`src/design/lmsmc_pkg.sv`:
```
// shared types and constants of the lru stack distance miss counter
`timescale 1ns / 1ps
`default_nettype none

package lmsmc_pkg;

  localparam int STACK_DEPTH = 64;
  localparam int NUM_SIZES   = 4;
  localparam int ADDR_BITS   = 24;
  localparam int SIZE_W      = 7;
  localparam int IN_USE_W    = 3;
  localparam int COUNT_W     = 32;
  localparam int IDX_W       = 2;
  localparam int DEPTH_W     = $clog2(STACK_DEPTH + 1);
  localparam int CMP_W       = (SIZE_W > DEPTH_W) ? SIZE_W : DEPTH_W;
  localparam int CNT_W       = $clog2(NUM_SIZES + 1);
  localparam int APB_ADDR_W  = 5;
  localparam int APB_DATA_W  = 32;
  localparam int REG_IDX_W   = 3;

  typedef enum logic {
    OP_ACCESS = 1'b0,
    OP_REPORT = 1'b1
  } op_t;

  typedef enum logic [REG_IDX_W-1:0] {
    REG_SIZE_0 = 3'd0,
    REG_SIZE_1 = 3'd1,
    REG_SIZE_2 = 3'd2,
    REG_SIZE_3 = 3'd3,
    REG_IN_USE = 3'd4
  } reg_idx_t;

  // work item travelling down the cell row
  typedef struct packed {
    logic                 valid;
    op_t                  op;
    logic [ADDR_BITS-1:0] search;
    logic [ADDR_BITS-1:0] carry;
    logic                 searching;
    logic                 found;
    logic [DEPTH_W-1:0]   depth;
  } token_t;

  // configuration seen by the counter bank
  typedef struct packed {
    logic [NUM_SIZES-1:0][SIZE_W-1:0] size;
    logic [CNT_W-1:0]                 active;
  } cfg_t;

  function automatic logic [SIZE_W-1:0] size_reset(input int i);
    logic [SIZE_W-1:0] r;
    case (i)
      0:       r = SIZE_W'(1);
      1:       r = SIZE_W'(4);
      2:       r = SIZE_W'(16);
      default: r = SIZE_W'(64);
    endcase
    return r;
  endfunction

endpackage

`default_nettype wire

```
`src/design/lmsmc_cell.sv`:
```
// one lru stack cell: holds one entry and passes the token on
`timescale 1ns / 1ps
`default_nettype none

module lmsmc_cell
  import lmsmc_pkg::*;
(
  input  wire logic   clk,
  input  wire logic   rst,
  input  wire logic   advance,
  input  wire token_t tok_in,
  output token_t      tok_out
);

  logic [ADDR_BITS-1:0] entry;
  logic [ADDR_BITS-1:0] entry_next;
  logic                 entry_valid;
  logic                 entry_valid_next;
  token_t               tok_next;

  always_comb begin
    tok_next         = tok_in;
    entry_next       = entry;
    entry_valid_next = entry_valid;
    if (tok_in.valid && tok_in.op == OP_ACCESS && tok_in.searching) begin
      entry_next     = tok_in.carry;
      tok_next.depth = DEPTH_W'(tok_in.depth + 1'b1);
      if (entry_valid && entry == tok_in.search) begin
        // hit: the moved entries stop here
        tok_next.found     = 1'b1;
        tok_next.searching = 1'b0;
      end else if (!entry_valid) begin
        // first empty slot: stack grows by one
        entry_valid_next   = 1'b1;
        tok_next.searching = 1'b0;
      end else begin
        tok_next.carry = entry;
      end
    end
  end

  always_ff @(posedge clk) begin
    if (rst) begin
      entry_valid   <= 1'b0;
      tok_out.valid <= 1'b0;
    end else if (advance) begin
      entry_valid <= entry_valid_next;
      tok_out     <= tok_next;
    end
  end

  always_ff @(posedge clk) begin
    if (advance) begin
      entry <= entry_next;
    end
  end

endmodule

`default_nettype wire

```
`config.mk`:
```
export PLATFORM = sky130hd
export DESIGN_NAME = lmsmc_cell
export DESIGN_NICKNAME = d
export VERILOG_FILES = /design/src/design/lmsmc_pkg.sv /design/src/design/lmsmc_cell.sv
export SDC_FILE = /design/constraint.sdc
export NUM_CORES = 1
export LEC_CHECK = 0
export ABC_AREA = 1
export BUFFER_PORTS_ARGS = -buffer_cell sky130_fd_sc_hd__buf_2
export CAP_MARGIN = 10
export CORE_AREA = 2 2 110 80
export DETAILED_ROUTE_END_ITERATION = 6
export DIE_AREA = 0 0 112 82
export GPL_TIMING_DRIVEN = 0
export PLACE_DENSITY = 0.77
export SLEW_MARGIN = 20
export SYNTH_ARGS = -nofsm -noshare
export SYNTH_HDL_FRONTEND = slang
export SYNTH_SLANG_ARGS = --single-unit
```
`constraint.sdc`:
```
create_clock -name clk -period 3.6 [get_ports clk]
set_input_delay 0.72 -clock clk [delete_from_list [all_inputs] [get_ports clk]]
set_output_delay 0.72 -clock clk [all_outputs]
set_load 0.005 [all_outputs]
```
After elaboration in Yosys (flattened, before gate mapping)
Index checks and enable logic that the tools add are counted.
{"block": "word_totals", "n_memories": 0, "word_cells": 26, "inputBits": 62, "regBits": 84, "latchBits": 0, "mem_bits_ro": 0, "ram_bits": 0}
{"block": "classes", "div_mod_pow": 0, "n_eq_ne": 1, "muxes": 6, "shift": 0, "n_bitwise": 3, "n_reduce_logical": 6, "add_sub_neg": 1, "multipliers": 0, "n_lt_le_gt_ge": 0}
{"operator": "24-bit 2-to-1 mux", "count": 2}
{"operator": "33-bit 2-to-1 mux", "count": 1}
{"operator": "24-bit equality test", "count": 1}
{"operator": "7-bit by 1-bit adder with 7-bit output, second input constant", "count": 1}
{"operator": "2-bit AND reduction", "count": 2}
{"operator": "1-bit logical AND", "count": 3}
{"operator": "1-bit 2-to-1 mux", "count": 3}
{"operator": "1-bit NOT", "count": 3}
{"operator": "3-bit AND reduction", "count": 1}

Longest topological paths before layout
{"block": "logic_depth", "ltp_word": 4, "mapped_depth": 11, "depth_no_buf": 10}

Least setup slack after synthesis
No wires, ideal clock.
{"block": "synth_timing", "path_kind": "input to register", "from": "in advance", "to": "reg tok_out[0] (netlist bit) (enable)", "arrival_time_ns": 3.212, "path_slack_ns": -0.087, "stages": 2, "t_required_ns": 3.124, "n_path_buf": 0, "setup_time_ns": 0.476, "path_cell_list": "inv_1 -> nor2_1"}
{"block": "synth_via", "elab_chain_cells": 1}
{"element": "start: declaration", "line": "lmsmc_cell.sv:10", "source": "input wire logic advance,"}
{"element": "2-bit AND reduction (no source line)"}
{"element": "end signal: assignment", "line": "lmsmc_cell.sv:48", "source": "tok_out <= tok_next;"}
{"element": "end: declaration", "line": "lmsmc_cell.sv:12", "source": "output token_t tok_out"}
No other way between the ends.
A chain may end at the register's enable or synchronous reset.

==> summary.md <==
| Metric | Value |
|---|---|
| Status | `completed` |
| Most frequent CP cell | `nor2_1` |
| Congestion Overflow GR | `0` |
| Share of layout cells above drive strength 1 | `33.0%` |
| Post-DP HPWL | `5660 um` |
| CTS buffer count | `9` |
| Share of the synthesized area in the top cell type | `69.3%` |
| GPL Wtd Cong | `0.743` |
| Die area | `9180 um^2` |
| Area growth syn-to-layout | `29.6%` |
| CTS Buffer Depth | `2` |
| CTS sink count | `84` |
| Largest stage delay on the critical path | `230 ps` |
| WP data required | `3680 ps` |
| Area taken by multi-input logic gates | `863 um^2` |
| FF/Latch Area | `2500 um^2` |
| Post-synth top flop | `edfxtp_1` |
| Vias in the first global route | `2,589` |
| Top Layer Used | `met4` |
| Hold path depth | `2` |
| Max-cap violations | `0` |
| XOR/XNOR share of the synthesized area | `1.97%` |
| Peak VDD IR | `0.000259 V` |
| Simple-Gate Fraction of Synth Area | `20.7%` |
| Reg2Reg Setup Slack | `1850 ps` |
| Actual slew at the worst max-slew pin | `812 ps` |
| Final Max Tran Viols | `0` |
| Clk_skew | `6.33 ps` |
| Fmax | `0.543 GHz` |
| Post-synth EDFFs | `82` |
| Yosys warning count | `0` |
| Post-CTS Setup Inserts | `0` |
| CTS tree | `built` |
| CP max stage cell | `buf_2` |
| Worst Setup Start Kind | `input port` |
| Via count | `2,580` |
| Final net count | `519` |
| Cells on worst reg2reg path | `9` |
| Ant diodes | `0` |
| Min-delay src | `entry_valid$_SDFFE_PP0P_` |
| Core Footprint | `8200 um^2` |
| Hold Path End | `entry_valid$_SDFFE_PP0P_` |
| Worst r2r src | `entry[17]$_DFFE_PP_` |
| Delay-heaviest family, CP | `simple AND/OR/NAND/NOR gates` |
| Die Y | `82 um` |
| Fin. Hold Viols | `0` |
| Cell Area, Synth | `3550 um^2` |
| DRT met1 WL | `3340 um` |
| Most frequent cell after synthesis | `nand2_1` |
| Final setup violation count | `0` |
| Met3 WL | `494 um` |
| Worst-skew pair later-pin latency | `330 ps` |
| Die Wd | `112 um` |
| Syn Nets | `386` |
| Sequential area share after synthesis | `70.4%` |
| Final wirelength | `7750 um` |
| Cells along the critical path | `buf_2, nor2_1, nor2_1, nor2_1, nand2_1, nor2_2, nand3_4, buf_2, nand3_1, nand2_1` |
| Core Rows | `28` |
| Largest family of logic cells by synthesized area | `simple AND/OR/NAND/NOR gates` |
| Period utilisation layout | `51.1%` |
| Worst hold path type | `register to register` |
| DRC Markers | `0` |
| Via density | `4.57` |
| CTS H-tree depth | `3` |
| Setup CP Type | `input port to register` |
| Pin count of the biggest net entering global routing | `29` |
| Dpl cells | `550` |
| Crit path max fanout | `10` |
| Sum Neg Setup Slack | `0 ps` |
| Critical Path AT | `1920 ps` |
| Initial antenna violation count | `0` |
| Clk slew on worst S/H paths | `60 ps` |
| Non-filler cells, final | `565` |
| # fillers | `727` |
| Synth Instances | `323` |
| Multiplexer area fraction after synthesis | `0.317%` |
| Compound-Gate Fraction of Synth Area | `0.563%` |
| Total GRT Usage | `17.4%` |
| Synth area leader | `edfxtp_1` |
| Syn avg cell area | `11.0 um^2` |
| Worst rel slew slack | `45.7%` |
| Ports | `121` |
| Hold Buf Count CTS | `0` |
| Synth Area in Adders | `0.352%` |
| RSZ-0062 raised after global routing | `no` |
| Root buffer cell | `clkbuf_16` |
| Initial Utilization | `43.4%` |
| Global-route wire length before repair | `12,100 um` |
| DRT Pass-1 Iters | `5` |
| Pwr/cell area | `460 nW/um^2` |
| Routed WL per cell | `13.7 um` |
| Dpl cell area | `4350 um^2` |
| R2R Path End | `tok_out[24]$_DFFE_PP_` |
| Worst Path Buf+Inv | `2` |
| Leakage | `0.00213 uW` |
| PortBufs | `120` |
| Synth async-reset ratio | `0%` |
| Tmin final | `1840 ps` |
| Metal2 WL | `3860 um` |
| Top cells by area, synth | `edfxtp_1 69%, nand2_1 11%, inv_1 4.5%, nor2_1 3.8%, nand3_1 3.7%` |
| Final antenna-violating net count | `0` |
| Post-CTS Resized | `0` |
| Starting DRT DRC Count | `123` |
| Fin area | `4610 um^2` |
| Netlist cell types | `20` |
| FF+latch count, synth | `84` |
| Setup crit end kind | `register` |
| Synth cell count leaders | `107 x nand2_1, 82 x edfxtp_1, 43 x inv_1, 36 x nor2_1, 26 x nand3_1` |
[sequential cells by signal, indices dropped and copies added (netlist names)]
| signal | count |
|---|---|
| entry | 24 |
| entry_valid | 1 |
| tok_out | 59 |
[worst register-to-register path: cells and delay by family (launching register included)]
| kind | cells | cell delay [ps] |
|---|---|---|
| DFF | 1 | 410 |
| buffers and inverters | 1 | 230 |
| and+or+nand+nor | 8 | 860 |
[power breakdown]
| part | switching (uW) | total, uW | leakage, uW | internal (uW) |
|---|---|---|---|---|
| Clock | 346 | 805 | 0.000124 | 459 |
| Combinational | 92.2 | 170 | 0.00123 | 77.4 |
| Sequential | 15.6 | 1140 | 0.000779 | 1130 |
[worst max-delay path by stage]
stage,startpoint,to,slack [ps],cells after the start
CTS,tok_in[50],tok_out[31]$_DFFE_PP_,1740,10
detailed placement,tok_in[57],tok_out[31]$_DFFE_PP_,1400,7
global placement,advance,tok_out[19]$_DFFE_PP_,180,3
global route,tok_in[50],tok_out[17]$_DFFE_PP_,1620,10
finish,tok_in[50],tok_out[24]$_DFFE_PP_,1760,10
floorplan,advance,tok_out[0]$_DFFE_PP_,920,2
[logic make-up (layout without fill, tap and decap cells)]
logic type,count (synthesis),after routing
mux,1,1
compound gates,3,3
buf+inv,49,186
xor+xnor,8,8
fa+ha+maj,1,1
simple gates,177,177
flops,84,84
[metal layers]
| layer | up-vias | GRT usage (%) |
|---|---|---|
| li1 | 1316 | - |
| met1 | 1163 | 20.7 |
| met2 | 91 | 30.9 |
| met3 | 10 | 5.09 |
| met4 | 0 | 5.85 |
| met5 | - | 0 |
[layout by cell type, fill, tap and decap left out]
cell,count
xor2_1,5
edfxtp_1,82
buf_2,124
nand2_4,1
buf_16,1
ha_1,1
nand3_1,26
buf_6,2
nor2_2,4
dfxtp_1,2
clkbuf_16,9
nor2_1,34
nand2_2,1
mux2_2,1
o21bai_1,1
nor2_4,2
a211oi_1,1
nand3_4,1
clkinv_2,3
buf_12,1
xnor2_1,3
nand2_1,107
clkbuf_1,1
nor3b_1,1
inv_1,43
a21oi_1,1
clkinvlp_4,2
[through the flow]
step	hold slack [ps]	total power [uW]	setup slack, ps	util (%)
after floorplan	447	1230	919	-
after global placement	460	1320	181	52.3
after detailed placement	481	1340	1400	53.1
after CTS	491	2150	1740	56.2
after global routing	508	2200	1620	56.2
final	491	2120	1760	56.2
[layout make-up]
type	count	area share, %
multi-input combinational	190	18.7
clock inverter	5	0.652
clock buffer	10	4.97
timing repair buffer	122	14.1
inverter	43	3.50
buffer	6	0.923
sequential	84	54.3
tap	105	2.85
No activity file was read; power rests on OpenSTA's default activity.
