===== src/design/lmsmc_pkg.sv =====
// shared types and constants of the lru stack distance miss counter
`timescale 1ns / 1ps
`default_nettype none

package lmsmc_pkg;

  localparam int STACK_DEPTH = 64;
  localparam int NUM_SIZES   = 4;
  localparam int ADDR_BITS   = 24;
  localparam int SIZE_W      = 7;
  localparam int IN_USE_W    = 3;
  localparam int COUNT_W     = 32;
  localparam int IDX_W       = 2;
  localparam int DEPTH_W     = $clog2(STACK_DEPTH + 1);
  localparam int CMP_W       = (SIZE_W > DEPTH_W) ? SIZE_W : DEPTH_W;
  localparam int CNT_W       = $clog2(NUM_SIZES + 1);
  localparam int APB_ADDR_W  = 5;
  localparam int APB_DATA_W  = 32;
  localparam int REG_IDX_W   = 3;

  typedef enum logic {
    OP_ACCESS = 1'b0,
    OP_REPORT = 1'b1
  } op_t;

  typedef enum logic [REG_IDX_W-1:0] {
    REG_SIZE_0 = 3'd0,
    REG_SIZE_1 = 3'd1,
    REG_SIZE_2 = 3'd2,
    REG_SIZE_3 = 3'd3,
    REG_IN_USE = 3'd4
  } reg_idx_t;

  // work item travelling down the cell row
  typedef struct packed {
    logic                 valid;
    op_t                  op;
    logic [ADDR_BITS-1:0] search;
    logic [ADDR_BITS-1:0] carry;
    logic                 searching;
    logic                 found;
    logic [DEPTH_W-1:0]   depth;
  } token_t;

  // configuration seen by the counter bank
  typedef struct packed {
    logic [NUM_SIZES-1:0][SIZE_W-1:0] size;
    logic [CNT_W-1:0]                 active;
  } cfg_t;

  function automatic logic [SIZE_W-1:0] size_reset(input int i);
    logic [SIZE_W-1:0] r;
    case (i)
      0:       r = SIZE_W'(1);
      1:       r = SIZE_W'(4);
      2:       r = SIZE_W'(16);
      default: r = SIZE_W'(64);
    endcase
    return r;
  endfunction

endpackage

`default_nettype wire


===== src/design/lmsmc_cfg.sv =====
// apb register file for cache sizes and sizes in use
`timescale 1ns / 1ps
`default_nettype none

module lmsmc_cfg
  import lmsmc_pkg::*;
(
  input  wire logic                  clk,
  input  wire logic                  rst,
  input  wire logic                  psel,
  input  wire logic                  penable,
  input  wire logic                  pwrite,
  input  wire logic [APB_ADDR_W-1:0] paddr,
  input  wire logic [APB_DATA_W-1:0] pwdata,
  output logic      [APB_DATA_W-1:0] prdata,
  output logic                       pready,
  output cfg_t                       cfg
);

  logic [NUM_SIZES-1:0][SIZE_W-1:0] size;
  logic [IN_USE_W-1:0]              in_use;
  reg_idx_t                         reg_idx;
  logic                             wr_en;

  assign reg_idx = reg_idx_t'(paddr[APB_ADDR_W-1:2]);
  assign wr_en   = psel && penable && pwrite;
  assign pready  = 1'b1;

  always_ff @(posedge clk) begin
    if (rst) begin
      for (int i = 0; i < NUM_SIZES; i++) begin
        size[i] <= size_reset(i);
      end
      in_use <= IN_USE_W'(4);
    end else if (wr_en) begin
      unique case (reg_idx)
        REG_SIZE_0: size[0] <= pwdata[SIZE_W-1:0];
        REG_SIZE_1: size[1] <= pwdata[SIZE_W-1:0];
        REG_SIZE_2: size[2] <= pwdata[SIZE_W-1:0];
        REG_SIZE_3: size[3] <= pwdata[SIZE_W-1:0];
        REG_IN_USE: in_use  <= pwdata[IN_USE_W-1:0];
        default: ;
      endcase
    end
  end

  always_comb begin
    unique case (reg_idx)
      REG_SIZE_0: prdata = APB_DATA_W'(size[0]);
      REG_SIZE_1: prdata = APB_DATA_W'(size[1]);
      REG_SIZE_2: prdata = APB_DATA_W'(size[2]);
      REG_SIZE_3: prdata = APB_DATA_W'(size[3]);
      REG_IN_USE: prdata = APB_DATA_W'(in_use);
      default:    prdata = '0;
    endcase
  end

  // zero counts as one, anything above the size count is clamped
  always_comb begin
    cfg.size = size;
    if (in_use == '0) begin
      cfg.active = CNT_W'(1);
    end else if (in_use > IN_USE_W'(NUM_SIZES)) begin
      cfg.active = CNT_W'(NUM_SIZES);
    end else begin
      cfg.active = CNT_W'(in_use);
    end
  end

endmodule

`default_nettype wire


===== config.mk =====
export PLATFORM = sky130hd
export DESIGN_NAME = lmsmc_cfg
export DESIGN_NICKNAME = d
export VERILOG_FILES = /design/src/design/lmsmc_pkg.sv /design/src/design/lmsmc_cfg.sv
export SDC_FILE = /design/constraint.sdc
export NUM_CORES = 1
export LEC_CHECK = 0
export BUFFER_PORTS_ARGS = -buffer_cell sky130_fd_sc_hd__buf_2
export CORE_AREA = 2 2 75 106
export CTS_CLUSTER_SIZE = 40
export DETAILED_ROUTE_END_ITERATION = 8
export DIE_AREA = 0 0 77 108
export SLEW_MARGIN = 10
export SYNTH_ARGS = -nofsm -noshare
export SYNTH_HDL_FRONTEND = slang
export SYNTH_SLANG_ARGS = --single-unit

===== constraint.sdc =====
create_clock -name clk -period 3.3 [get_ports clk]
set_clock_uncertainty 0.1 [all_clocks]
set_input_delay 0.495 -clock clk [delete_from_list [all_inputs] [get_ports clk]]
set_output_delay 0.495 -clock clk [all_outputs]
set_load 0.005 [all_outputs]

Word level (Yosys, flattened, before mapping)
Index checks and enable logic that the tools add are counted.
Widths: inputs -> output; s select.
- flip-flop bits (word level): 31
- input bits: 42
- magnitude comparators: 1
- equal/unequal tests: 4
- mux-type cells: 3
- reductions and logical operators: 9
- operators by type and width (operator ; number):
    $pmux 7 s5 ; 1
    $reduce_and 2->1 ; 5
    $eq 3x2->1 const B ; 2
    $logic_not 3->1 ; 2
    $mux 3 ; 2
    $eq 3x1->1 const B ; 1
    $eq 3x3->1 const B ; 1
    $gt 3x3->1 const B ; 1
    $logic_and 1x1->1 ; 2

Logic depth before layout (Yosys ltp)
- depth in word-level cells: 3
- mapped depth: 5
- gate-level depth less buffers: 3

Worst setup path after synthesis
OpenSTA, ideal clock, no wires.
- path kind: input to output
- from: in paddr[2]
- to: out prdata[5]
- arrival: 1.324 ns
- required time: 2.705 ns
- setup slack: 1.381 ns
- stages: 4
- cell sequence: buf_2 buf_2 mux4_2 nor2b_1
- word-level cells in the longest chain between the ends: 2
- elaborated cells between the ends (all ways): 6
- those cells by class: eq/ne (4); mux (1); reduce/logical (1)
- ends and longest elaborated chain (what ; RTL line ; text):
    start, declared ; lmsmc_cfg.sv:13 ; input wire logic [APB_ADDR_W-1:0] paddr,
    $eq 3x3->1 (tied with other cells) ; lmsmc_cfg.sv:48 ; unique case (reg_idx)
    $pmux 7 s5 * ; lmsmc_cfg.sv:48 ;
    end, declared ; lmsmc_cfg.sv:15 ; output logic [APB_DATA_W-1:0] prdata,
Mark *: on every way between the ends. The rest lies on a longest branch, timed or not.

Worst setup path after layout
- from: in paddr[3]
- to: out prdata[3]
The elaborated chain is that of the path after synthesis.

==> impl_metrics.yaml <==
place:
  hpwl_mm: 3.248
  gp_congestion: 0.7167
  numPortBuffers: 52
sta:
  rsz0062_at_grt: "no"
  slew_violations: 0
  hold_viol: 0
  setup_violations: 0
  worst_slew_pin_slew_ns: 0.5572
  fin_crit_ns: 2.281
  fin_setup_tns_ns: 0
  fmax_ghz: 0.4384
  finalCritPeriodShare_pct: 69.12
  slew_headroom_pct: 62.85
critical_path:
  worst_path_max_delay_cell: "mux4_1"
  rrSetupSlack_ns: 2.51
  path_cells: "buf_2 -> mux4_1 -> nor2b_1 -> buf_2"
  critPathBufInv: 2
  critical-path-top-cell-by-count: "buf_2"
  critPathKind: "in -> out"
  rr_endpoint: "in_use[2]$_SDFFE_PP1P_"
  slowest_delay_ns: 0.59
  required_ns: 2.70
  start_kind: "input pin"
  crit_fanout: 14
  critical-path-top-delay-family: "multiplexers"
  worst_r2r_path_depth: 2
  r2r_start: "in_use[2]$_SDFFE_PP1P_"
  arrival_ns: 1.69
  cp-end-kind: "output port"
power_and_ir_drop:
  p_switching_uw: 187.2
  power_frac_clock_pct: 42.3
  power_frac_seq_pct: 48.3
  ir_drop_mv: 0.2141
  sw_frac_of_total_pct: 23.85
  power.leakage_nw: 1.074
  p_int_uw: 597.5
  power.share.combinational_pct: 9.4
  powerDensity_mw_per_mm2: 371.3
global_route:
  overflow: 0
  grt_max_degree: 42
  track_usage_pct: 11.09
  grt_pass1_vias: 1320
  antenna_found_initial: 0
  grt_pass1_wl_mm: 7.003
clocking:
  cts_resized: 0
  numCtsBuffers: 5
  htree_levels: 2
  clock_tree.buffer_depth: 2
  cts_root_buffer: "clkbuf_8"
  clkTransAtPathRegs_ns: 0.06
  cts_setup_buffers: 0
  cts.sinks: 31
  tritoncts: "done"
  cts_hold_buf: 0
  clk_latency_ns: 0.28
cells_and_area:
  drive_gt1_share_pct: 30.70
  fill_cells: 805
  multi_input_area_sq_mm: 0.001003
  layout.nets: 269
  seqCellArea_sq_um: 620.6
  syn_to_final_growth_pct: 16.97
  finish.utilization_pct: 28.89
  diodes: 0
synthesis:
  ys_ff_latch: 31
  syn_inst: 182
  yosys_warnings: 0
  yosysSeqAreaShare_pct: 34.35
  avgSynthCellArea_sq_um: 9.927
  synth_cell_type_count: 30
  syn_area_sq_mm: 0.001807
routing:
  num_vias: 1351
  drcViolationCount: 0
  viasPerCell: 4.157
  drt_iter0_drc: 27
  wirelength_mm: 4.446
  drt_first_pass_iters: 4
  detail-route-antenna-nets: 0
  wl_per_cell_um: 13.68
die:
  rows: 37
  ios: 106
  die_x_um: 77
  fp.dieArea_sq_mm: 0.008316
  die_h_um: 108
  initial_utilization_pct: 24.70
  core_area_sq_mm: 0.007315
worst_hold_path:
  hp-start: "pwdata[6]"
  hold_path_end: "cfg[30]$_SDFFE_PP1P_"
  hp-class: "in -> reg"
  hold_depth: 3
flow_run:
  drv_cap: 0
run_status:
  status: "completed"
## layer usage
layer / routed length (um) / track usage (%) / up-vias
li1: - / - / 661
met4: 64 / 3.827 / 0
met3: 319 / 3.422 / 6
met5: 0 / 0 / -
met1: 1907 / 12.98 / 625
met2: 2155 / 19.24 / 59
## placed cells by master, fill, tap and decap left out
cell / n
a211o_1: 1
a21oi_1: 2
a22oi_1: 4
a31oi_1: 1
and3_1: 4
and3b_1: 1
and4b_1: 1
buf_2: 52
clkbuf_1: 1
clkbuf_8: 7
conb_1: 26
dfxtp_1: 31
inv_1: 1
inv_2: 1
mux2_2: 3
mux2i_1: 30
mux4_1: 2
mux4_2: 2
nand2_1: 1
nand2b_1: 33
nand3_1: 2
nand3_2: 1
nand4b_4: 1
nor2_1: 7
nor2_4: 1
nor2b_1: 7
nor3_2: 1
o22ai_1: 3
or3_4: 1
## cell families (layout without fill, tap and decap cells)
family / count (synthesis) / count (layout) / share of synthesized area [%]
buf+inv: 40 / 62 / 15.10
compound gates: 11 / 11 / 4.086
other cells: 2 / 26 / 0.4157
flops: 31 / 31 / 34.35
simple gates: 61 / 61 / 22.16
mux: 37 / 37 / 23.89
## area by class of cell
class / count / share of cell area [%]
inverters: 2 / 0.3552
flip-flops and latches: 31 / 29.37
repair buffers: 52 / 12.31
well taps: 97 / 5.743
multi-input cells: 135 / 47.48
clock buffers: 8 / 4.737
## per-stage QoR
stage | worst slack [ns] | hold slack, ns | std cells | area (sq um) | total power, mW
after global routing | 0.9565 | 0.3844 | 325 | 2113 | 0.8150
after floorplan | 1.381 | 0.3659 | 206 | 1897 | 0.4613
after global placement | 1.011 | 0.3704 | 317 | 2013 | 0.4617
final | 1.019 | 0.3808 | 325 | 2113 | 0.7846
after CTS | 1.008 | 0.3714 | 325 | 2113 | 0.7945
after detailed placement | 1.009 | 0.3795 | 317 | 2013 | 0.4619
## synthesized netlist by cell type
| cell | n | area, sq um |
|---|---|---|
| a22oi_1 | 4 | 30.03 |
| and3b_1 | 1 | 8.760 |
| nand2_1 | 1 | 3.750 |
| clkbuf_1 | 6 | 22.52 |
| nand3_2 | 1 | 10.01 |
| mux2i_1 | 30 | 300.3 |
| a211o_1 | 1 | 8.760 |
| mux4_1 | 2 | 52.55 |
| conb_1 | 2 | 7.510 |
| and3_1 | 4 | 25.02 |
| and4b_1 | 1 | 10.01 |
| dfxtp_1 | 31 | 620.6 |
| a21oi_1 | 2 | 10.01 |
| nor2_4 | 1 | 11.26 |
| inv_2 | 1 | 3.750 |
| inv_1 | 1 | 3.750 |
| mux4_2 | 2 | 45.04 |
| nor3_2 | 1 | 10.01 |
| nand4b_4 | 1 | 23.77 |
| a31oi_1 | 1 | 6.260 |
| buf_6 | 2 | 22.52 |
| or3_4 | 1 | 11.26 |
| o22ai_1 | 3 | 18.77 |
| nor2_1 | 7 | 26.28 |
| nor2b_1 | 7 | 43.79 |
| mux2_2 | 3 | 33.78 |
| nand3_1 | 2 | 10.01 |
| nand2b_1 | 33 | 206.5 |
| buf_4 | 28 | 210.2 |
| buf_2 | 2 | 10.01 |
## state kept, by name (all words and copies together) (netlist names)
register and cells:
in_use 3, cfg 28
## worst max path at each step
stage	endpoint	start	slack, ns	depth (start not counted)
CTS	prdata[3]	paddr[3]	1.01	4
floorplan	prdata[5]	paddr[2]	1.38	4
detailed placement	prdata[3]	paddr[3]	1.01	4
global placement	prdata[3]	paddr[3]	1.01	4
finish	prdata[3]	paddr[3]	1.02	4
global route	prdata[0]	paddr[2]	0.96	5
## tightest hold or removal path, stage by stage
cell	delay, ns
buf_2	0.09
nor2_1	0.04
mux2i_1	0.10
## power by group through the flow
| stage | clock network, mW | registers, mW | logic [mW] |
|---|---|---|---|
| 2_1_floorplan | 0 | 0.387 | 0.0739 |
| 3_5_place_dp | 0 | 0.388 | 0.0743 |
| 6_report | 0.332 | 0.379 | 0.0739 |
| 5_1_grt | 0.353 | 0.379 | 0.0827 |
| 3_3_place_gp | 0 | 0.387 | 0.0742 |
| 4_1_cts | 0.341 | 0.379 | 0.0747 |
(Power assumes the default switching activity.)
