--- config.mk ---
export PLATFORM = sky130hd
export DESIGN_NAME = lmsmc_counters
export DESIGN_NICKNAME = d
export VERILOG_FILES = /design/src/design/lmsmc_pkg.sv /design/src/design/lmsmc_counters.sv
export SDC_FILE = /design/constraint.sdc
export NUM_CORES = 1
export LEC_CHECK = 0
export ABC_AREA = 1
export ABC_CLOCK_PERIOD_IN_PS = 4400
export BUFFER_PORTS_ARGS = -buffer_cell sky130_fd_sc_hd__buf_2
export CAP_MARGIN = 20
export CORE_MARGIN = 5
export CORE_UTILIZATION = 52
export DETAILED_ROUTE_END_ITERATION = 16
export PLACE_DENSITY = 0.79
export SLEW_MARGIN = 20
export SYNTH_ARGS = -nofsm -noshare
export SYNTH_HDL_FRONTEND = slang
export SYNTH_SLANG_ARGS = --single-unit
--- constraint.sdc ---
create_clock -name clk -period 4.4 [get_ports clk]
set_clock_uncertainty 0.1 [all_clocks]
set_input_delay 0.88 -clock clk [delete_from_list [all_inputs] [get_ports clk]]
set_output_delay 0.88 -clock clk [all_outputs]
set_load 0.02 [all_outputs]
--- src/design/lmsmc_pkg.sv ---
// shared types and constants of the lru stack distance miss counter
`timescale 1ns / 1ps
`default_nettype none

package lmsmc_pkg;

  localparam int STACK_DEPTH = 64;
  localparam int NUM_SIZES   = 4;
  localparam int ADDR_BITS   = 24;
  localparam int SIZE_W      = 7;
  localparam int IN_USE_W    = 3;
  localparam int COUNT_W     = 32;
  localparam int IDX_W       = 2;
  localparam int DEPTH_W     = $clog2(STACK_DEPTH + 1);
  localparam int CMP_W       = (SIZE_W > DEPTH_W) ? SIZE_W : DEPTH_W;
  localparam int CNT_W       = $clog2(NUM_SIZES + 1);
  localparam int APB_ADDR_W  = 5;
  localparam int APB_DATA_W  = 32;
  localparam int REG_IDX_W   = 3;

  typedef enum logic {
    OP_ACCESS = 1'b0,
    OP_REPORT = 1'b1
  } op_t;

  typedef enum logic [REG_IDX_W-1:0] {
    REG_SIZE_0 = 3'd0,
    REG_SIZE_1 = 3'd1,
    REG_SIZE_2 = 3'd2,
    REG_SIZE_3 = 3'd3,
    REG_IN_USE = 3'd4
  } reg_idx_t;

  // work item travelling down the cell row
  typedef struct packed {
    logic                 valid;
    op_t                  op;
    logic [ADDR_BITS-1:0] search;
    logic [ADDR_BITS-1:0] carry;
    logic                 searching;
    logic                 found;
    logic [DEPTH_W-1:0]   depth;
  } token_t;

  // configuration seen by the counter bank
  typedef struct packed {
    logic [NUM_SIZES-1:0][SIZE_W-1:0] size;
    logic [CNT_W-1:0]                 active;
  } cfg_t;

  function automatic logic [SIZE_W-1:0] size_reset(input int i);
    logic [SIZE_W-1:0] r;
    case (i)
      0:       r = SIZE_W'(1);
      1:       r = SIZE_W'(4);
      2:       r = SIZE_W'(16);
      default: r = SIZE_W'(64);
    endcase
    return r;
  endfunction

endpackage

`default_nettype wire

--- src/design/lmsmc_counters.sv ---
// miss counters, report snapshot and result stream
`timescale 1ns / 1ps
`default_nettype none

module lmsmc_counters
  import lmsmc_pkg::*;
(
  input  wire logic         clk,
  input  wire logic         rst,
  input  wire cfg_t         cfg,
  input  wire token_t       exit_tok,
  output logic              exit_ready,
  output logic              m_axis_tvalid,
  input  wire logic         m_axis_tready,
  output logic [COUNT_W-1:0] m_axis_tdata,
  output logic [IDX_W-1:0]  m_axis_tuser,
  output logic              m_axis_tlast
);

  logic [COUNT_W-1:0] counters [NUM_SIZES];
  logic [COUNT_W-1:0] snap     [NUM_SIZES];
  logic               busy;
  logic [IDX_W-1:0]   idx;
  logic [IDX_W-1:0]   last_idx;
  logic               on_last;
  logic               report_free;
  logic               is_report;
  logic               take_report;
  logic               take_access;
  logic [NUM_SIZES-1:0] miss;

  assign on_last     = (idx == last_idx);
  assign report_free = !busy || (m_axis_tready && on_last);
  assign is_report   = exit_tok.valid && exit_tok.op == OP_REPORT;
  assign take_report = is_report && report_free;
  assign take_access = exit_tok.valid && exit_tok.op == OP_ACCESS;
  assign exit_ready  = !(is_report && !report_free);

  always_comb begin
    for (int i = 0; i < NUM_SIZES; i++) begin
      miss[i] = (CNT_W'(i) < cfg.active) &&
                (!exit_tok.found ||
                 CMP_W'(cfg.size[i]) < CMP_W'(exit_tok.depth));
    end
  end

  always_ff @(posedge clk) begin
    if (rst) begin
      for (int i = 0; i < NUM_SIZES; i++) begin
        counters[i] <= '0;
      end
    end else if (take_report) begin
      for (int i = 0; i < NUM_SIZES; i++) begin
        counters[i] <= '0;
      end
    end else if (take_access) begin
      for (int i = 0; i < NUM_SIZES; i++) begin
        if (miss[i] && counters[i] != '1) begin
          counters[i] <= counters[i] + 1'b1;
        end
      end
    end
  end

  always_ff @(posedge clk) begin
    if (rst) begin
      busy <= 1'b0;
      idx  <= '0;
    end else if (take_report) begin
      busy <= 1'b1;
      idx  <= '0;
    end else if (busy && m_axis_tready) begin
      if (on_last) begin
        busy <= 1'b0;
      end else begin
        idx <= idx + 1'b1;
      end
    end
  end

  always_ff @(posedge clk) begin
    if (take_report) begin
      snap     <= counters;
      last_idx <= IDX_W'(cfg.active - 1'b1);
    end
  end

  assign m_axis_tvalid = busy;
  assign m_axis_tdata  = snap[idx];
  assign m_axis_tuser  = idx;
  assign m_axis_tlast  = on_last;

endmodule

`default_nettype wire

Word-level counts from Yosys, hierarchy flattened
Cells that the tools add are included.
- bits in registers: 261
- input port bits: 93
- $add $sub $neg: 6
- $lt $le $gt $ge: 9
- eq/ne operators: 5
- multiplexer cells: 6
- bitwise operators: 3
- reductions and logical operators: 32
- operator list (operator ; count):
    $add A32 B1 Y32 const B ; 4
    $ne A32 B32 Y1 const B ; 4
    $bmux W32 S2 ; 1
    $mux W32 ; 2
    $lt A7 B7 Y1 ; 4
    $logic_and A1 B1 Y1 ; 14
    $reduce_and A2 Y1 ; 6
    $lt A1 B3 Y1 const A ; 2
    $lt A2 B3 Y1 const A ; 2
    $logic_or A1 B1 Y1 ; 5
    $logic_not A1 Y1 ; 4
    $reduce_bool A2 Y1 ; 2
    $ge A3 B3 Y1 const B ; 1
    $mux W1 ; 3
    $not A2 Y3 ; 1
    $add A2 B1 Y2 const B ; 1
    $eq A2 B2 Y1 ; 1
    $not A1 Y1 ; 2
    $reduce_or A2 Y1 ; 1
    $sub A2 B1 Y2 const B ; 1

Depth between registers and ports, before layout
Gate-level depths: netlist of the first run.
- depth after elaboration: 6
- depth in mapped cells: 15
- mapped depth without buffers: 14

Least setup slack after synthesis of the first run
OpenSTA, ideal clock, no wires.
- kind: input to register
- from: input port m_axis_tready
- to: register counters[110] (netlist name)
- library setup time: 118 ps
- arrival: 3426 ps
- required time: 4182 ps
- path slack: 756 ps
- stages: 9
- buffers on the path: 2
- path through: inv_1 -> nand2_1 -> nand2_2 -> nor2_4 -> nor2_8 -> buf_6 -> buf_6 -> nand2_1 -> nor2_1
- cells in the longest elaborated chain, start to end: 4
- RTL lines (item ; RTL line ; source):
    start: declaration ; lmsmc_counters.sv:14 ; input wire logic m_axis_tready,
    $logic_and A1 B1 Y1 ; lmsmc_counters.sv:33 ; assign report_free = !busy || (m_axis_tready && on_last);
    $logic_or A1 B1 Y1 ; lmsmc_counters.sv:33 ;
    $logic_and A1 B1 Y1 ; lmsmc_counters.sv:35 ; assign take_report = is_report && report_free;
    net take_report ; lmsmc_counters.sv:28 ; logic take_report;
    $reduce_or A2 Y1 (no source line) ; n/a ;
    end signal: indexed assignment ; lmsmc_counters.sv:59 ; counters[i] <= counters[i] + 1'b1;
    end: declaration ; lmsmc_counters.sv:20 ; logic [COUNT_W-1:0] counters [NUM_SIZES];
The timed path passes the listed nets, and every way through them passes these cells.
A chain may end at the register's enable or synchronous reset.

Worst setup path in the final report of the first run
- from: register idx[1], in the netlist m_axis_tuser[1]
- to: output port m_axis_tdata[7]
- cells in the longest elaborated chain, start to end: 4
- RTL lines (item ; RTL line ; source):
    start: declaration ; lmsmc_counters.sv:23 ; logic [IDX_W-1:0] idx;
    start signal: assignment ; lmsmc_counters.sv:76 ; idx <= idx + 1'b1;
    $not A2 Y3 (not written as such) ; lmsmc_counters.sv:89 ; assign m_axis_tdata = snap[idx];
    $bmux W32 S2 ; lmsmc_counters.sv:89 ;
    $mux W32 (not written as such) (2 in a row) ; lmsmc_counters.sv:89 ;
    end: declaration ; lmsmc_counters.sv:15 ; output logic [COUNT_W-1:0] m_axis_tdata,
Every way passes these cells. The select of a mux whose other input is x is not followed.

==> impl_metrics.tcl, run 1 <==
set metrics [dict create \
    status "finished, final reports clean" \
    crit_type "flop to output port" \
    avgViaCountPerCell 5.45 \
    crit_arrival_ns 2.42 \
    wirelength_um 34400 \
    synth_xor_area_frac 0.0195 \
    drive_above_1_share 0.0891 \
    critPathLaunch "m_axis_tuser[1]" \
    syn-cell-area_um2 13400 \
    highest_layer "met4" \
    io-pin-count 130 \
    rows 58 \
    synth_nets 1877 \
    min_period_ns 3.40 \
    synth-edff-count 130 \
    area_growth_pct 11.1 \
    ys_ff_latch 261 \
    yosysSeqAreaShare 0.485 \
    drt_iter0_markers 1310 \
    slowest_stage "inv_1" \
    grt_pass1_wl_um 55100 \
    r2r_slack_ns 1.44 \
    clk_pin_slew_ns 0.06 \
    antenna_found_initial 0 \
    met3_length_um 3010 \
    hold_buffers 0 \
    cp_cell_sequence "inv_1, o21ai_0, o22ai_1, buf_2" \
    critPathCaptureType "output port" \
    hp-class "flop to flop" \
    drt-pass1-iter-count 5 \
    clock_path_buffers 3 \
    clkLatencyLatePin_ns 0.53 \
    die_h_um 171 \
    grt_max_degree 131 \
    p_leak_nw 5.69 \
    hold_start "counters[35]" \
    cp.required_ns 3.42 \
    wl_met2_um 15100 \
    diodes 0 \
    maxCapViolations 0 \
    synthMuxAreaShare 0 \
    async_reset_ff_frac 0 \
    die_w_um 171 \
    clock.fmax_ghz 0.294 \
    final_max_slew_viol_count 0 \
    pre_cts_slack_ns 1.17 \
    wl_met1_um 15000 \
    setup_violations 0 \
    r2r_end "counters[0]" \
    hold_end "snap[35]" \
    fin_crit_sh 0.772 \
    p_per_area_nw_per_um2 362 \
    cts_tree "yes" \
    synth_top_family_by_area "simple AND/OR/NAND/NOR gates" \
    hold_path_depth 0 \
    grt_usage 0.233 \
    coreArea_um2 25300 \
    ys_types 38 \
    synthCells 1756 \
    setup_tns_ns 0 \
    syn_avg_cell_area_um2 7.66 \
    root_buffer "clkbuf_16" \
    vias 11823 \
    start_kind "flop" \
    power_mw 5.40 \
    hpwlAfterDp_um 23900 \
    slowest_delay_ns 0.69 \
    ys_warn_count 0 \
    synthSimpleGateAreaFrac 0.311 \
    grt_overflow 0 \
    postCtsSetupBuffers 0 \
    hold_viol 0 \
    cts_resized 0 \
    synth-adder-area-share 0.0261 \
    grt_pass1_vias 10875 \
    rr_startpoint "m_axis_tuser[0]" \
    r2r_cells 9 \
    h-tree-depth 1 \
    fin_util 0.590 \
    io_buffer_count 80 \
    die_area_um2 29200 \
    slew_headroom 0.363 \
    cts_buffers 27 \
    synthFlopType "dfxtp_1" \
    ir_drop_v 0.000255 \
    tightest_slew_ns 0.955 \
    grt_setup_unrepaired "false" \
    fin_ws_ns 1.00 \
    wl_per_cell_um 15.8 \
    initial_utilization 0.531 \
    nets 1940 \
    crit_fanout 34 \
    synth_compound_area_frac 0.0853 \
    clock-sinks 261 \
    antenna_left 0 \
    drcViolationCount 0 \
    gp_congestion 0.939 \
]
==> final cells by class <==
cell class | count | area [um^2]
well taps | 330 | 413
clock inverters | 14 | 146
repair buffers | 91 | 495
clock buffers | 36 | 749
flip-flops and latches | 261 | 6530
multi-input cells | 1262 | 5940
fillers | 2233 | 10400
inverters | 176 | 661
==> sequential cells by signal (all words and copies together), names as in the netlist <==
signal,count
m_axis_tvalid,1
last_idx,2
snap,128
m_axis_tuser,2
counters,128
==> synthesized netlist by cell type (14+ instances only) <==
master / instances / area (um^2)
xnor2_1: 14 / 123
edfxtp_1: 130 / 3900
ha_1: 28 / 350
o21ai_0: 84 / 420
buf_2: 23 / 115
dfxtp_1: 131 / 2620
o22ai_1: 32 / 200
nor2_1: 342 / 1280
inv_1: 173 / 649
nand3_1: 85 / 425
xor2_1: 16 / 140
nor3_1: 25 / 125
nand2_1: 442 / 1660
a21oi_1: 88 / 440
clkbuf_1: 21 / 78.8
nand4_1: 52 / 325
==> cells by family (layout without fill, tap and decap cells) <==
logic type,count (synthesis),after routing
xor+xnor,30,30
buf+inv,233,317
flops,261,261
compound gates,217,217
fa+ha+maj,28,28
simple gates,987,987
==> cell usage in the layout, fill, tap and decap left out, drive strengths merged, types with 7 or more instances in the layout <==
cell and instances:
edfxtp 130, buf 91, o21bai 7, inv 175, a21oi 88, nor3 25
nor2 356, dfxtp 131, nand3 90, nand4 55, clkbuf 36, o22ai 32
nand2 449, xnor2 14, clkinv 12, xor2 16, o21ai 88, ha 28
==> worst max path at each step <==
| stage | to | cells past startpoint |
|---|---|---|
| after floorplan | counters[110] | 9 |
| after global placement | counters[77] | 13 |
| after detailed placement | counters[87] | 13 |
| after CTS | m_axis_tdata[14] | 4 |
| after global routing | m_axis_tdata[14] | 4 |
| final | m_axis_tdata[7] | 4 |
==> where the power goes <==
group | switching, mW | internal, mW | leakage (nW)
combinational | 0.314 | 0.120 | 3.03
clock | 0.936 | 1.37 | 0.442
sequential | 0.0347 | 2.63 | 2.21
total | 1.28 | 4.12 | 5.69
==> through the flow <==
step | hold slack (ns) | instances | cell area, um^2
finish | 0.380 | 2170 | 14900
global route | 0.402 | 2170 | 14900
CTS | 0.378 | 2170 | 14900
detailed placement | 0.363 | 2120 | 14000
global placement | 0.347 | 2120 | 14000
floorplan | 0.330 | 1756 | 13400
==> worst max-delay path, delay by kind of cell (launching register included) <==
kind	cells	cell delay [ns]
buffers and inverters	2	0.92
AO/OA/AOI/OAI	2	0.66
flip-flops	1	0.30
==> routing by layer <==
metal | global-route usage | up-vias
met3 | 0.0488 | 92
met5 | 0 | -
met1 | 0.324 | 5369
li1 | - | 5884
met2 | 0.366 | 478
met4 | 0.0802 | 0
Note: power is estimated with default switching activity, not from simulation.
==> run 2: changes to the inputs <==
--- a/config.mk
+++ b/config.mk
@@ -5,14 +5,14 @@
 export SDC_FILE = /design/constraint.sdc
 export NUM_CORES = 1
 export LEC_CHECK = 0
-export ABC_AREA = 1
-export ABC_CLOCK_PERIOD_IN_PS = 4400
+export ABC_AREA = 0
+export ABC_CLOCK_PERIOD_IN_PS = 3500
 export BUFFER_PORTS_ARGS = -buffer_cell sky130_fd_sc_hd__buf_2
 export CAP_MARGIN = 20
 export CORE_MARGIN = 5
 export CORE_UTILIZATION = 52
 export DETAILED_ROUTE_END_ITERATION = 16
-export PLACE_DENSITY = 0.79
+export PLACE_DENSITY = 0.8
 export SLEW_MARGIN = 20
 export SYNTH_ARGS = -nofsm -noshare
 export SYNTH_HDL_FRONTEND = slang
==> constraint.sdc (replaced) <==
create_clock -name clk -period 3.5 [get_ports clk]
set_clock_uncertainty 0.1 [all_clocks]
set_input_delay 0.7 -clock clk [delete_from_list [all_inputs] [get_ports clk]]
set_output_delay 0.7 -clock clk [all_outputs]
set_load 0.02 [all_outputs]
==> run 2 against run 1 <==
Against the previous run: flip-flop and latch count unchanged; non-clock buffer count increased by 5; critical path type unchanged; final area decreased by 9.9%; routed wire length decreased by 16%; utilization increased by 0.62 points; largest power group unchanged; cell count decreased by 34%.
==> impl_metrics.tcl, run 2 <==
set metrics [dict create \
    drive_above_1_share 0.173 \
    reg_top3 "counters x128, snap x128" \
    coreArea_um2 22600 \
    ys_warn_count 0 \
    grt_pass1_wl_um 45800 \
    clock-sinks 261 \
    grt_max_degree 101 \
    die_area_um2 26000 \
    h-tree-depth 1 \
    maxCapViolations 0 \
    io-pin-count 130 \
    status "finished, final reports clean" \
    hold_path_depth 0 \
    gp_congestion 0.861 \
    antenna_left 0 \
    clkLatencyLatePin_ns 0.52 \
    nets 1241 \
    avgViaCountPerCell 6.22 \
    synthFlopType "dfxtp_1" \
    n_fill_cell 1726 \
    ys_types 63 \
    clk_pin_slew_ns 0.06 \
    synth_top_area_share 0.329 \
    synth_area_leader_cell "edfxtp_1" \
    setup_violations 0 \
    drt-pass1-iter-count 5 \
    syn_avg_cell_area_um2 11.4 \
    area_growth_pct 13.3 \
    die_w_um 161 \
    diodes 0 \
    clock.fmax_ghz 0.329 \
    synth-edff-count 130 \
    hold_start "counters[40]" \
    async_reset_ff_frac 0 \
    final-instance-count-excl-fill 1425 \
    root_buffer "clkbuf_16" \
    cp.required_ns 2.70 \
    fin_util 0.596 \
    min_period_ns 3.04 \
    hold_end "snap[40]" \
    wirelength_um 29000 \
    wl_per_cell_um 20.4 \
    p_per_area_nw_per_um2 480 \
    whs_ns 0.347 \
    cts_tree "yes" \
    hpwlAfterDp_um 20200 \
    final_max_slew_viol_count 0 \
    ir_drop_v 0.000247 \
    crit_arrival_ns 2.24 \
    critPathCaptureType "output port" \
    clock_path_buffers 3 \
    crit_type "flop to output port" \
    grt_pass1_vias 8326 \
    slew_headroom 0.388 \
    grt_overflow 0 \
    cts_resized 0 \
    vias 8870 \
    fin_crit_sh 0.868 \
    hold_viol 0 \
    synth_common_cells "131 x dfxtp_1, 130 x edfxtp_1, 78 x nor2_1" \
    start_kind "flop" \
    r2r_slack_ns 0.78 \
    drcViolationCount 0 \
    synthCells 1042 \
    yosysSeqAreaShare 0.550 \
    postCtsSetupBuffers 0 \
    grt_usage 0.219 \
    die_h_um 161 \
    synth_nets 1163 \
    p_leak_nw 4.45 \
    mostFrequentLayoutCells "130 x dfxtp_1, 130 x edfxtp_1, 80 x buf_2, 77 x nor2_1, 65 x nand2_1" \
    dpl_cell_area_um2 12600 \
    r2r_end "counters[94]" \
    crit_fanout 35 \
    tightest_slew_ns 0.918 \
    yosysMostFrequentCell "dfxtp_1" \
    io_buffer_count 80 \
    dp_cells 1376 \
    rows 55 \
    syn-cell-area_um2 11900 \
    stdcell_area_um2 13400 \
    setup_tns_ns 0 \
    hold_buffers 0 \
    grt_setup_unrepaired "false" \
    initial_utilization 0.526 \
    ys_ff_latch 261 \
    rr_startpoint "counters[64]" \
    r2r_cells 7 \
    hp-class "flop to flop" \
    synthTopCellsByArea "edfxtp_1 33%, dfxtp_1 22%, mux4_2 6.1%, xor2_1 3.8%, ha_1 3.0%" \
    antenna_found_initial 0 \
    drt_iter0_markers 748 \
    cts_buffers 27 \
]
==> run 2: cell types whose count changed in the layout (fill, tap and decap cells not counted), sizes merged, moves of 25 or more <==
cell   delta
o21ai    -50
or3      +43
nand3    -26
xor2     +35
nor2    -276
o22ai    -32
or4      +27
nand2   -384
a21oi    -25
mux4     +32
inv     -153
==> run 2: critical path, stage by stage (launching register included) <==
cell,delay (ns)
dfxtp_2,0.33
buf_4,0.52
mux4_2,0.64
buf_2,0.19
==> run 2: stage by stage <==
| stage | total power [mW] | setup WS [ns] |
|---|---|---|
| after global placement | 3.75 | 0.289 |
| after detailed placement | 3.76 | 0.254 |
| after floorplan | 3.61 | 0.0162 |
| final | 6.46 | 0.460 |
| after CTS | 6.49 | 0.418 |
| after global routing | 6.67 | 0.343 |
==> run 2: area by class of cell <==
class                           instances  area [um^2]  share of cell area
Clock buffer                           37          806              0.0599
Inverter                               22         82.6             0.00614
Timing Repair Buffer                   96          546              0.0406
Tap cell                              285          357              0.0265
Sequential cell                       261         6530               0.485
Clock inverter                         12         70.1             0.00521
Multi-Input combinational cell        712         5060               0.376
==> run 2: logic make-up after synthesis <==
family | share of synthesized area
AO/OA/AOI/OAI | 0.0885
XOR/XNOR | 0.0443
adder cells (fa/ha/maj) | 0.0295
buffers and inverters | 0.0249
flip-flops | 0.550
multiplexers | 0.0683
AND/OR/NAND/NOR | 0.195
==> run 2: power by group <==
group | internal (mW) | total [mW] | leakage (nW) | switching (mW)
Combinational | 0.134 | 0.378 | 1.82 | 0.244
Clock | 1.61 | 2.76 | 0.429 | 1.15
Sequential | 3.28 | 3.32 | 2.20 | 0.0423
Total | 5.02 | 6.46 | 4.45 | 1.43
==> run 2: worst max path at each step <==
stage                               start               end  slack, ns  cells past startpoint
final                     m_axis_tuser[0]  m_axis_tdata[30]       0.46                      3
after global routing      m_axis_tuser[0]  m_axis_tdata[14]       0.34                      3
after CTS                 m_axis_tuser[0]  m_axis_tdata[14]       0.42                      3
after detailed placement      exit_tok[6]     counters[121]       0.25                      9
after global placement        exit_tok[6]     counters[121]       0.29                      9
after floorplan           m_axis_tuser[0]      counters[71]       0.02                      7
==> run 2: layer usage <==
metal	up-vias	GRT usage	routed length (um)
li1	4139	-	-
met1	4316	0.301	11900
met2	355	0.368	14300
met3	60	0.0296	2130
met4	0	0.0620	735
met5	-	0	0
